$ cat config.mk
export PLATFORM = sky130hd
export DESIGN_NAME = keyboard_scancode_remapper_flat
export DESIGN_NICKNAME = d
export VERILOG_FILES = /design/src/ksr_pkg.sv /design/src/ksr_req_if.sv /design/src/ksr_rsp_if.sv /design/src/ksr_decode.sv /design/src/ksr_emit.sv /design/src/keyboard_scancode_remapper.sv /design/src/flat_wrapper.sv
export SDC_FILE = /design/constraint.sdc
export NUM_CORES = 1
export LEC_CHECK = 0
export BUFFER_PORTS_ARGS = -buffer_cell sky130_fd_sc_hd__buf_2
export CAP_MARGIN = 20
export CORE_MARGIN = 3
export CORE_UTILIZATION = 55
export DETAILED_ROUTE_END_ITERATION = 8
export GPL_TIMING_DRIVEN = 0
export MAX_ROUTING_LAYER = met4
export PLACE_DENSITY = 0.74
export REMOVE_ABC_BUFFERS = 1
export SETUP_SLACK_MARGIN = 0.1
export SYNTH_ARGS = -nofsm -noshare
export SYNTH_HDL_FRONTEND = slang
export SYNTH_SLANG_ARGS = --single-unit
export TNS_END_PERCENT = 20
$ cat constraint.sdc
create_clock -name clock -period 16.42 [get_ports clock]
set_input_delay 3.284 -clock clock [delete_from_list [all_inputs] [get_ports clock]]
set_output_delay 3.284 -clock clock [all_outputs]
set_load 0.005 [all_outputs]
$ cat src/ksr_pkg.sv
// Shared types, scan codes and cursor tables for the keyboard scancode remapper.
// No dependencies; ksr_decode, ksr_emit and the top level import this package.
`timescale 1ns / 1ps
`default_nettype none

package ksr_pkg;

   localparam logic [7:0] K_ESC     = 8'h01;
   localparam logic [7:0] K_1       = 8'h02;
   localparam logic [7:0] K_2       = 8'h03;
   localparam logic [7:0] K_LCTRL   = 8'h1D;
   localparam logic [7:0] K_A       = 8'h1E;
   localparam logic [7:0] K_X       = 8'h2D;
   localparam logic [7:0] K_N       = 8'h31;
   localparam logic [7:0] K_PRTSC   = 8'h37;
   localparam logic [7:0] K_LALT    = 8'h38;
   localparam logic [7:0] K_CAPS    = 8'h3A;
   localparam logic [7:0] K_F1      = 8'h3B;
   localparam logic [7:0] K_NUMLOCK = 8'h45;

   localparam int TBL_DEPTH = 8;

   localparam logic [7:0] MAIN_IN  [TBL_DEPTH] = '{8'h26, 8'h28, 8'h19, 8'h27,
                                                   8'h1A, 8'h1B, 8'h18, 8'h25};
   localparam logic [7:0] MAIN_OUT [TBL_DEPTH] = '{8'h4B, 8'h4D, 8'h48, 8'h50,
                                                   8'h49, 8'h51, 8'h47, 8'h4F};
   localparam logic [7:0] ALT_IN   [TBL_DEPTH] = '{8'h25, 8'h27, 8'h18, 8'h26,
                                                   8'h19, 8'h1A, 8'h17, 8'h24};
   localparam logic [7:0] ALT_OUT  [TBL_DEPTH] = '{8'h4B, 8'h4D, 8'h48, 8'h50,
                                                   8'h49, 8'h51, 8'h47, 8'h4F};

   typedef struct packed {
      logic [7:0] code;
      logic       up;
      logic       e0;
      logic       e1;
   } stroke_type;

   // Strokes caused by one input; cnt is 0..3
   typedef struct packed {
      stroke_type [2:0] slot;
      logic [1:0]       cnt;
   } run_type;

   typedef struct packed {
      logic escape_held;
      logic right_alt_held;
      logic remap_mode;
      logic cursor_toggle_style;
      logic cursor_active;
      logic alternate_table;
      logic halted;
   } state_type;

   localparam state_type STATE_RESET = '{escape_held: 1'b0, right_alt_held: 1'b0,
                                         remap_mode: 1'b1, cursor_toggle_style: 1'b0,
                                         cursor_active: 1'b0, alternate_table: 1'b0,
                                         halted: 1'b0};

   // Cursor-mode lookup: bit 8 is hit, bits 7:0 the navigation code
   function automatic logic [8:0] cursor_lookup(input logic [7:0] code, input logic alt);
      logic [8:0] res;
      res = '0;
      for (int i = 0; i < TBL_DEPTH; i++) begin
         if (alt ? (ALT_IN[i] == code) : (MAIN_IN[i] == code)) begin
            res = {1'b1, alt ? ALT_OUT[i] : MAIN_OUT[i]};
         end
      end
      return res;
   endfunction

endpackage

`default_nettype wire

$ cat src/ksr_req_if.sv
// Input stroke channel: valid/ready plus one set-1 stroke.
// No dependencies.
`timescale 1ns / 1ps
`default_nettype none

interface ksr_req_if;
   logic       valid;
   logic       ready;
   logic [7:0] key_code;
   logic       key_up;
   logic       ext_e0;
   logic       ext_e1;

   modport source (output valid, key_code, key_up, ext_e0, ext_e1, input ready);
   modport sink   (input valid, key_code, key_up, ext_e0, ext_e1, output ready);
endinterface

`default_nettype wire

$ cat src/ksr_rsp_if.sv
// Result stroke channel: valid/ready plus one emitted stroke.
// No dependencies.
`timescale 1ns / 1ps
`default_nettype none

interface ksr_rsp_if;
   logic       valid;
   logic       ready;
   logic [7:0] out_scan;
   logic       out_up;
   logic       out_e0;
   logic       out_e1;
   logic       last_of_run;

   modport source (output valid, out_scan, out_up, out_e0, out_e1, last_of_run,
                   input ready);
   modport sink   (input valid, out_scan, out_up, out_e0, out_e1, last_of_run,
                   output ready);
endinterface

`default_nettype wire

$ cat src/ksr_decode.sv
// Combinational rewrite of one stroke: next mode state and up to three strokes.
// Depends on ksr_pkg.
`timescale 1ns / 1ps
`default_nettype none

module ksr_decode import ksr_pkg::*; (
   input  stroke_type stroke,
   input  state_type  st_cur,
   output state_type  st_next,
   output run_type    run
);

   logic       down;
   logic       cont;
   logic [8:0] hit;

   assign down = ~stroke.up;

   always_comb begin
      st_next = st_cur;
      run     = '0;
      cont    = 1'b1;
      hit     = '0;

      if (st_cur.halted) begin
         cont = 1'b0;
      end else if (stroke.code == K_ESC) begin
         st_next.escape_held = down;
      end else if (stroke.code == K_LALT && stroke.e0) begin
         // right Alt: cursor mode control, never emitted
         if (st_cur.cursor_toggle_style) begin
            if (down && !st_cur.right_alt_held) begin
               st_next.cursor_active = ~st_cur.cursor_active;
            end
         end else begin
            st_next.cursor_active = down;
         end
         st_next.right_alt_held = down;
         cont = 1'b0;
      end else if (stroke.code == K_LALT) begin
         run.slot[0] = '{code: K_LCTRL, up: stroke.up, e0: 1'b0, e1: 1'b0};
         run.cnt     = 2'd1;
         cont        = 1'b0;
      end else if (stroke.code == K_LCTRL) begin
         run.slot[0] = '{code: K_LALT, up: stroke.up, e0: 1'b0, e1: 1'b0};
         run.cnt     = 2'd1;
         cont        = 1'b0;
      end

      // Esc chords, press only
      if (cont && st_next.escape_held && down) begin
         case (stroke.code)
            K_X: begin
               st_next.halted = 1'b1;
               cont = 1'b0;
            end
            K_1: begin
               st_next.remap_mode = 1'b0;
               cont = 1'b0;
            end
            K_2: begin
               st_next.remap_mode = 1'b1;
               cont = 1'b0;
            end
            K_F1: begin
               st_next.cursor_toggle_style = ~st_cur.cursor_toggle_style;
               cont = 1'b0;
            end
            K_N: begin
               run.slot[0] = '{code: K_NUMLOCK, up: 1'b0, e0: 1'b0, e1: 1'b0};
               run.slot[1] = '{code: K_NUMLOCK, up: 1'b1, e0: 1'b0, e1: 1'b0};
               run.cnt     = 2'd2;
            end
            K_A: begin
               st_next.alternate_table = ~st_cur.alternate_table;
            end
            default: begin
            end
         endcase
      end

      if (cont && st_next.remap_mode) begin
         hit = cursor_lookup(stroke.code, st_next.alternate_table);
         if (stroke.code == K_CAPS) begin
            run.slot[run.cnt] = '{code: K_LALT, up: stroke.up, e0: 1'b0, e1: 1'b0};
            run.cnt           = run.cnt + 2'd1;
            cont              = 1'b0;
         end else if (st_next.alternate_table && stroke.code == K_PRTSC && stroke.e0) begin
            cont = 1'b0;
         end else if (st_next.cursor_active && hit[8]) begin
            run.slot[run.cnt] = '{code: hit[7:0], up: stroke.up, e0: 1'b0, e1: 1'b0};
            run.cnt           = run.cnt + 2'd1;
            cont              = 1'b0;
         end
      end

      if (cont) begin
         run.slot[run.cnt] = stroke;
         run.cnt           = run.cnt + 2'd1;
      end
   end

endmodule

`default_nettype wire

$ cat src/ksr_emit.sv
// Result buffer: holds one run of up to three strokes and sends one per beat.
// Depends on ksr_pkg and ksr_rsp_if.
`timescale 1ns / 1ps
`default_nettype none

module ksr_emit import ksr_pkg::*; (
   input  logic       clock,
   input  logic       reset,
   input  logic       load,
   input  run_type    run,
   output logic       buf_free,
   output logic [1:0] idx,
   output logic [1:0] cnt,
   ksr_rsp_if.source  rsp
);

   run_type    run_ff, run_in;
   logic [1:0] idx_ff, idx_in;
   logic       valid_ff, valid_in;
   logic       last;
   logic       take;
   stroke_type cur;

   assign last     = (idx_ff == run_ff.cnt - 2'd1);
   assign take     = valid_ff && rsp.ready;
   assign buf_free = !valid_ff || (take && last);

   always_comb begin
      run_in   = run_ff;
      idx_in   = idx_ff;
      valid_in = valid_ff;
      if (buf_free) begin
         // a run with no strokes leaves the buffer empty
         valid_in = load && (run.cnt != 2'd0);
         run_in   = run;
         idx_in   = 2'd0;
      end else if (take) begin
         idx_in = idx_ff + 2'd1;
      end
   end

   always_ff @(posedge clock) begin
      if (reset) begin
         valid_ff <= 1'b0;
         idx_ff   <= 2'd0;
      end else begin
         valid_ff <= valid_in;
         idx_ff   <= idx_in;
      end
      run_ff <= run_in;
   end

   assign cur             = run_ff.slot[idx_ff];
   assign rsp.valid       = valid_ff;
   assign rsp.out_scan    = cur.code;
   assign rsp.out_up      = cur.up;
   assign rsp.out_e0      = cur.e0;
   assign rsp.out_e1      = cur.e1;
   assign rsp.last_of_run = last;
   assign idx             = idx_ff;
   assign cnt             = run_ff.cnt;

endmodule

`default_nettype wire

$ cat src/keyboard_scancode_remapper.sv
// Top level of the keyboard scancode remapper: input register, mode state, decode, result buffer.
// Depends on ksr_pkg, ksr_req_if, ksr_rsp_if, ksr_decode, ksr_emit.
//
//   channel   dir   payload                                        handshake
//   req_bus   in    key_code[7:0] key_up ext_e0 ext_e1             valid/ready
//   rsp_bus   out   out_scan[7:0] out_up out_e0 out_e1 last_of_run valid/ready
//
// An input stroke is registered in the input register, then, once the result buffer
// is free, decoded and loaded into the result buffer, which registers its run and
// offers the first result on rsp_bus.
// The buffer sends one stroke per beat; each input causes n (0..3) strokes.
// Reset is synchronous: it clears the mode state (remap mode on) and empties both stages.
// A stall on rsp_bus holds the buffer; one more input is taken into the input register.
`timescale 1ns / 1ps
`default_nettype none

module keyboard_scancode_remapper import ksr_pkg::*; (
   input  wire logic clock,
   input  wire logic reset,
   ksr_req_if.sink   req_bus,
   ksr_rsp_if.source rsp_bus
);

   stroke_type in_ff, in_in;
   logic       in_valid_ff, in_valid_in;
   state_type  state_ff, state_in;
   state_type  st_next;
   run_type    run;
   logic       buf_free;
   logic       load;
   logic       accept;
   logic [1:0] emit_idx;
   logic [1:0] emit_cnt;

   assign load           = in_valid_ff && buf_free;
   assign req_bus.ready  = !in_valid_ff || buf_free;
   assign accept         = req_bus.valid && req_bus.ready;

   always_comb begin
      in_in       = in_ff;
      in_valid_in = in_valid_ff;
      if (accept) begin
         in_in       = '{code: req_bus.key_code, up: req_bus.key_up,
                         e0: req_bus.ext_e0, e1: req_bus.ext_e1};
         in_valid_in = 1'b1;
      end else if (load) begin
         in_valid_in = 1'b0;
      end
      state_in = load ? st_next : state_ff;
   end

   always_ff @(posedge clock) begin
      if (reset) begin
         in_valid_ff <= 1'b0;
         state_ff    <= STATE_RESET;
      end else begin
         in_valid_ff <= in_valid_in;
         state_ff    <= state_in;
      end
      in_ff <= in_in;
   end

   ksr_decode u_decode (
      .stroke  (in_ff),
      .st_cur  (state_ff),
      .st_next (st_next),
      .run     (run)
   );

   ksr_emit u_emit (
      .clock    (clock),
      .reset    (reset),
      .load     (load),
      .run      (run),
      .buf_free (buf_free),
      .idx      (emit_idx),
      .cnt      (emit_cnt),
      .rsp      (rsp_bus)
   );

`ifndef ASSERT_OFF
   a_halt_sticks: assert property (@(posedge clock) disable iff (reset)
      state_ff.halted |=> state_ff.halted)
      else $error("halted state cleared without reset");

   a_halt_silent: assert property (@(posedge clock) disable iff (reset)
      (load && state_ff.halted) |=> !rsp_bus.valid)
      else $error("stroke emitted while halted");

   a_idx_in_run: assert property (@(posedge clock) disable iff (reset)
      rsp_bus.valid |-> (emit_cnt != 2'd0 && emit_idx < emit_cnt))
      else $error("result index outside buffered run");

   a_no_load_busy: assert property (@(posedge clock) disable iff (reset)
      (rsp_bus.valid && !rsp_bus.ready) |=> $stable(emit_idx))
      else $error("result buffer advanced on stalled beat");
`endif

endmodule

`default_nettype wire
$ cat src/flat_wrapper.sv
// flat-port wrapper written by rule: the top's interface ports become plain ports
module keyboard_scancode_remapper_flat import ksr_pkg::*;
  (clock, reset, req_bus_valid, req_bus_key_code, req_bus_key_up, req_bus_ext_e0, req_bus_ext_e1, req_bus_ready, rsp_bus_valid, rsp_bus_out_scan, rsp_bus_out_up, rsp_bus_out_e0, rsp_bus_out_e1, rsp_bus_last_of_run, rsp_bus_ready);
  ksr_req_if req_bus_i ();
  ksr_rsp_if rsp_bus_i ();
  input  wire logic clock;
  input  wire logic reset;
  input wire logic [$bits(req_bus_i.valid)-1:0] req_bus_valid;
  input wire logic [$bits(req_bus_i.key_code)-1:0] req_bus_key_code;
  input wire logic [$bits(req_bus_i.key_up)-1:0] req_bus_key_up;
  input wire logic [$bits(req_bus_i.ext_e0)-1:0] req_bus_ext_e0;
  input wire logic [$bits(req_bus_i.ext_e1)-1:0] req_bus_ext_e1;
  output wire logic [$bits(req_bus_i.ready)-1:0] req_bus_ready;
  output wire logic [$bits(rsp_bus_i.valid)-1:0] rsp_bus_valid;
  output wire logic [$bits(rsp_bus_i.out_scan)-1:0] rsp_bus_out_scan;
  output wire logic [$bits(rsp_bus_i.out_up)-1:0] rsp_bus_out_up;
  output wire logic [$bits(rsp_bus_i.out_e0)-1:0] rsp_bus_out_e0;
  output wire logic [$bits(rsp_bus_i.out_e1)-1:0] rsp_bus_out_e1;
  output wire logic [$bits(rsp_bus_i.last_of_run)-1:0] rsp_bus_last_of_run;
  input wire logic [$bits(rsp_bus_i.ready)-1:0] rsp_bus_ready;
  assign req_bus_i.valid = req_bus_valid;
  assign req_bus_i.key_code = req_bus_key_code;
  assign req_bus_i.key_up = req_bus_key_up;
  assign req_bus_i.ext_e0 = req_bus_ext_e0;
  assign req_bus_i.ext_e1 = req_bus_ext_e1;
  assign req_bus_ready = req_bus_i.ready;
  assign rsp_bus_valid = rsp_bus_i.valid;
  assign rsp_bus_out_scan = rsp_bus_i.out_scan;
  assign rsp_bus_out_up = rsp_bus_i.out_up;
  assign rsp_bus_out_e0 = rsp_bus_i.out_e0;
  assign rsp_bus_out_e1 = rsp_bus_i.out_e1;
  assign rsp_bus_last_of_run = rsp_bus_i.last_of_run;
  assign rsp_bus_i.ready = rsp_bus_ready;
  keyboard_scancode_remapper u_core (.clock(clock), .reset(reset), .req_bus(req_bus_i), .rsp_bus(rsp_bus_i));
endmodule
# Word level (Yosys, flattened, before mapping)
# Index checks and enable logic that the tools add are counted.
dict set report word_totals {
  output_inout_bits 14
  reg_bits 57
  word_cells 157
}
dict set report op_classes {
  eq_ne 22
  n_reduce_logical 27
  n_lt_le_gt_ge 5
  bitwise_logic 6
  mux 66
  n_addsub 4
}
# cell n
set ops {}
lappend ops {{2-to-1 mux 35 bit} 5}
lappend ops {{bitwise mux 33 bit} 3}
lappend ops {{2-to-1 mux 9 bit} 9}
lappend ops {{2-to-1 mux 11 bit} 7}
lappend ops {{equality test 8 x 6 -> 1 bit (second input constant)} 6}
lappend ops {{2-to-1 mux 23 bit} 2}
lappend ops {{demux 11 bit (select 2 bit)} 2}
lappend ops {{equality test 5 x 8 -> 1 bit (first input constant)} 5}
lappend ops {{equality test 6 x 8 -> 1 bit (first input constant)} 5}
lappend ops {{2-to-1 mux 1 bit} 32}
lappend ops {{binary-select mux 11 bit (select 2 bit)} 1}
lappend ops {{equality test 8 x 2 -> 1 bit (second input constant)} 2}
lappend ops {{equality test 8 x 5 -> 1 bit (second input constant)} 2}
lappend ops {{logical AND 1 bit} 15}
lappend ops {{2-to-1 mux 13 bit} 1}
lappend ops {{< comparator 2 x 3 -> 1 bit (second input constant)} 3}
lappend ops {{equality test 8 x 1 -> 1 bit (second input constant)} 1}
lappend ops {{adder 2 x 1 -> 2 bit (second input constant)} 3}
lappend ops {{2-to-1 mux 2 bit} 3}
lappend ops {{NOT 1 bit} 6}
lappend ops {{AND reduction 3 bit} 2}
lappend ops {{greater-or-equal comparator 2 x 1 -> 1 bit (second input constant)} 2}
lappend ops {{AND reduction 4 bit} 1}
lappend ops {{nonzero test 2 bit} 2}
lappend ops {{7 further kinds} 10}

# Longest topological paths before layout
dict set report logic_depth {
  depth_word 32
  mapped_depth 15
}

# Cells and area by module
# From an unflattened synthesis, not the netlist that was laid out.
dict set report unflattened {
  cells_unflattened 357
  hier_area_um2 3732.3
}
# mod instances area_per_inst_um2 seq_area_each_um2 cells_per_inst
set by_module_without_submodules {}
lappend by_module_without_submodules {ksr_emit 1 1525.2 1111.1 98}
lappend by_module_without_submodules {ksr_decode 1 1476.4 0.0 211}
lappend by_module_without_submodules {keyboard_scancode_remapper 1 730.7 490.5 48}

# Worst setup path after synthesis
# No wires, ideal clock.
dict set report synth_path {
  path_kind {input-to-output}
  from {in rsp_bus_ready}
  to {out req_bus_ready}
  stages 4
  required_time_ns 13.136
  slack_ns 6.560
  arrival_time_ns 6.576
  cell_sequence {inv_1 -> o21ai_0 -> inv_1 -> nand2_1}
}
dict set report synth_between {
  elab_chain_cells 4
}
# item line
set synth_rtl {}
lappend synth_rtl {{start: declaration} flat_wrapper.sv:20} ;# input wire logic [$bits(rsp_bus_i.ready)-1:0] rsp_bus_ready;
lappend synth_rtl {{logical AND 1 bit} ksr_emit.sv:25} ;# assign take = valid_ff && rsp.ready;
lappend synth_rtl {{logical AND 1 bit} ksr_emit.sv:26} ;# assign buf_free = !valid_ff || (take && last);
lappend synth_rtl {{logical OR 1 bit} ksr_emit.sv:26}
lappend synth_rtl {{named net u_core.buf_free} keyboard_scancode_remapper.sv:29} ;# logic buf_free;
lappend synth_rtl {{logical OR 1 bit} keyboard_scancode_remapper.sv:36} ;# assign req_bus.ready = !in_valid_ff || buf_free;
lappend synth_rtl {{end: declaration} flat_wrapper.sv:13} ;# output wire logic [$bits(req_bus_i.ready)-1:0] req_bus_ready;
# The timed path passes the listed nets, and every way through them passes these cells.

# Final worst setup path
# Ends and elaborated chain as after synthesis.

==> flow_summary.ini <==
[status]
status = finished, final reports clean

[sta]
fin_crit_ns = 7.54
holdWs_ns = 0.481
setup_viol = 0
maxSlewViolCount = 0
slew-limit-headroom_pct = 37.6
rsz0062_at_grt = no
timing.final.hold_violations = 0
worst_pin_slew_ns = 0.924
finClkSkew_ns = 0.00911
max_freq_mhz = 133
setup_tns_ns = 0
finalCritPeriodShare_pct = 45.9

[route]
wl_um = 7330
ant_nets = 0
first_pass_iters = 5
wire_per_inst_um = 16.6
drt_iter0_drc = 200
drc = 0
num_vias = 2671
viasPerCell = 6.07

[synth]
synth.area.top_cells = edfxtp_1 40%, dfxtp_1 6.4%, mux2i_1 4.4%, nand2_1 3.7%, o21ai_0 3.2%
synth-seq-cells = 57
netlist.area_leader.share_pct = 40.3
synth_top_cell_by_area = edfxtp_1
synthArstFlopShare_pct = 0
synthCells = 337
synth_area_mm2 = 0.00343
yosysWarnings = 0
syn_avg_cell_area_um2 = 10.2
yosysSeqAreaShare_pct = 46.7
yosys_most_used_dff = edfxtp_1
ys_types = 72
synth_edf_count = 46

[cells_and_area]
nets = 381
stdcell_area_mm2 = 0.00382
final_cell_mix = 46 x edfxtp_1, 34 x nand2_1, 30 x buf_2, 22 x nor2_1, 21 x o21ai_0
n_antenna_cell = 0
layout_commonest_cell = edfxtp_1
fin_util_pct = 63.8
area_growth_pct = 11.5
fin_cells = 440
drive_above_1_share_pct = 20.3

[floorplan]
coreArea_mm2 = 0.00599
dieArea_mm2 = 0.00721
die_h_um = 84.9
initial_core_util_pct = 57.2
rows = 28
ios = 29
die_x_um = 84.9

[worst_setup_path]
cp_slowest_cell = o21ai_4
crit_required_ns = 13.14
r2r_slack_ns = 11.49
cp.arrival_ns = 4.26
cpPeakStageDelay_ns = 0.43
crit_chain = buf_2, inv_1, o21ai_4, inv_1, nand2_1, buf_2
startpoint_type = input pin
cp_max_fo = 12
crit_type = input pin to output port
crit_buf_inv = 4
end_kind = output port
path_delay_family = buffers and inverters

[clock_network]
ctsResizeCount = 0
tritoncts = yes
cts.sink_count = 57
cts_root_buffer = clkbuf_8
insertion_delay_ns = 0.34
cts_setup_buffers = 0
numCtsBuffers = 9
hold_buffers = 0
clkTransAtPathRegs_ns = 0.06
cts.path.max_buffers = 2
htree_levels = 3

[place]
routabilityCongestion = 0.875
port_buffers = 28
placed_cell_area_mm2 = 0.00361
dp_cells = 423
dp_hpwl_um = 5120

[power]
irDropWorstVdd_uv = 63.0
p_leak_nw = 1.47
power_density_mw_per_mm2 = 84.8

[global_route]
grt_antenna_before_repair = 0
grt_first_pass_wirelength_um = 12200
gr-total-overflow = 0
grt_pass1_vias = 2504
grt_max_degree = 29
grtUsageTotal_pct = 22.3

[run]
max_cap_violations = 0

[worst_hold_path]
hold_class = flip-flop to flip-flop
synth_stat cells, drive strengths merged (2+ instances only):
cell type,instances
a2bb2oi,4
a31oi,2
a22o,2
or4b,3
xnor2,2
xor2,2
a21oi,13
or2,2
a32o,4
nor4,3
a211oi,3
nand4,4
nand4b,2
o21ai,23
ha,6
inv,16
o2bb2ai,4
nand2,35
nand3,10
or3,2
mux2i,15
nor2b,6
nor3b,2
buf,10
a221o,4
nor2,22
nand2b,5
o22ai,3
a21o,3
nand3b,3
or4,2
clkbuf,10
a311oi,2
dfxtp,11
edfxtp,46
o31a,4
mux2,5
and2,8
nor3,12
o31ai,2
and3,3
nor4b,4
logic make-up after synthesis:
| group | share of synthesized area [%] |
|---|---|
| buffers and inverters | 4.67 |
| and+or+nand+nor | 21.7 |
| DFF | 46.7 |
| AOI/OAI and AO/OA | 17.7 |
| xor gates and xnor gates | 1.02 |
| adders and majority gates | 2.19 |
| muxes | 6.02 |
flip-flops by register name, summed over array words and instances, names as in the netlist:
| name | flops |
|---|---|
| u_core.u_emit.run_ff | 33 |
| u_core.state_ff | 7 |
| u_core.u_emit.idx | 2 |
| u_core.u_emit.rsp.valid | 1 |
| u_core.in_ff | 11 |
| u_core.in_valid_ff | 1 |
| u_core.u_emit.cnt | 2 |
final cells by class:
type                            count  area, µm²
Sequential cell                    57       1600
Inverter                           16       60.1
Clock buffer                       11        151
Clock inverter                      5       53.8
Fill cell                         489       2170
Tap cell                           75       93.8
Multi-Input combinational cell    244       1680
Timing Repair Buffer               32        185
power breakdown:
| part | leakage [nW] | total [mW] | switching, mW | internal (mW) |
|---|---|---|---|---|
| logic | 0.773 | 0.0221 | 0.0121 | 0.0100 |
| registers | 0.592 | 0.170 | 0.00659 | 0.163 |
| clock network | 0.109 | 0.132 | 0.0547 | 0.0776 |
metal layers:
metal | wire length [µm] | global-route usage, % | up-vias
li1 | - | - | 1315
met1 | 3390 | 28.6 | 1263
met2 | 3440 | 34.2 | 81
met3 | 369 | 4.56 | 12
met4 | 126 | 10.1 | 0
met5 | 0 | - | -
path summary, 6_finish.rpt:
| path | from | endpoint | cells after the start |
|---|---|---|---|
| worst max-delay path | rsp_bus_ready | req_bus_ready | 6 |
| worst min-delay path | u_core.state_ff[2] | u_core.state_ff[2] | 2 |
| worst max register to register | u_core.in_ff[4] | u_core.u_emit.run_ff[16] | 12 |
| worst min register to register | u_core.state_ff[2] | u_core.state_ff[2] | 2 |
worst register-to-register path, stage by stage, from the launching register on:
cell	delay (ns)
edfxtp_1	0.83
and4b_1	0.33
a221o_2	0.43
or4_4	0.56
a211oi_2	0.71
o21a_1	0.26
nor2_1	0.11
inv_1	0.08
ha_1	0.14
inv_1	0.05
a311oi_1	0.54
buf_2	0.31
mux2_2	0.35
metrics by stage:
step	worst slack [ns]	power (mW)
final	8.88	0.324
after global routing	8.77	0.336
after CTS	8.89	0.326
after detailed placement	8.89	0.194
after global placement	5.49	0.193
after floorplan	6.56	0.184
No activity file was read; power rests on OpenSTA's default activity.
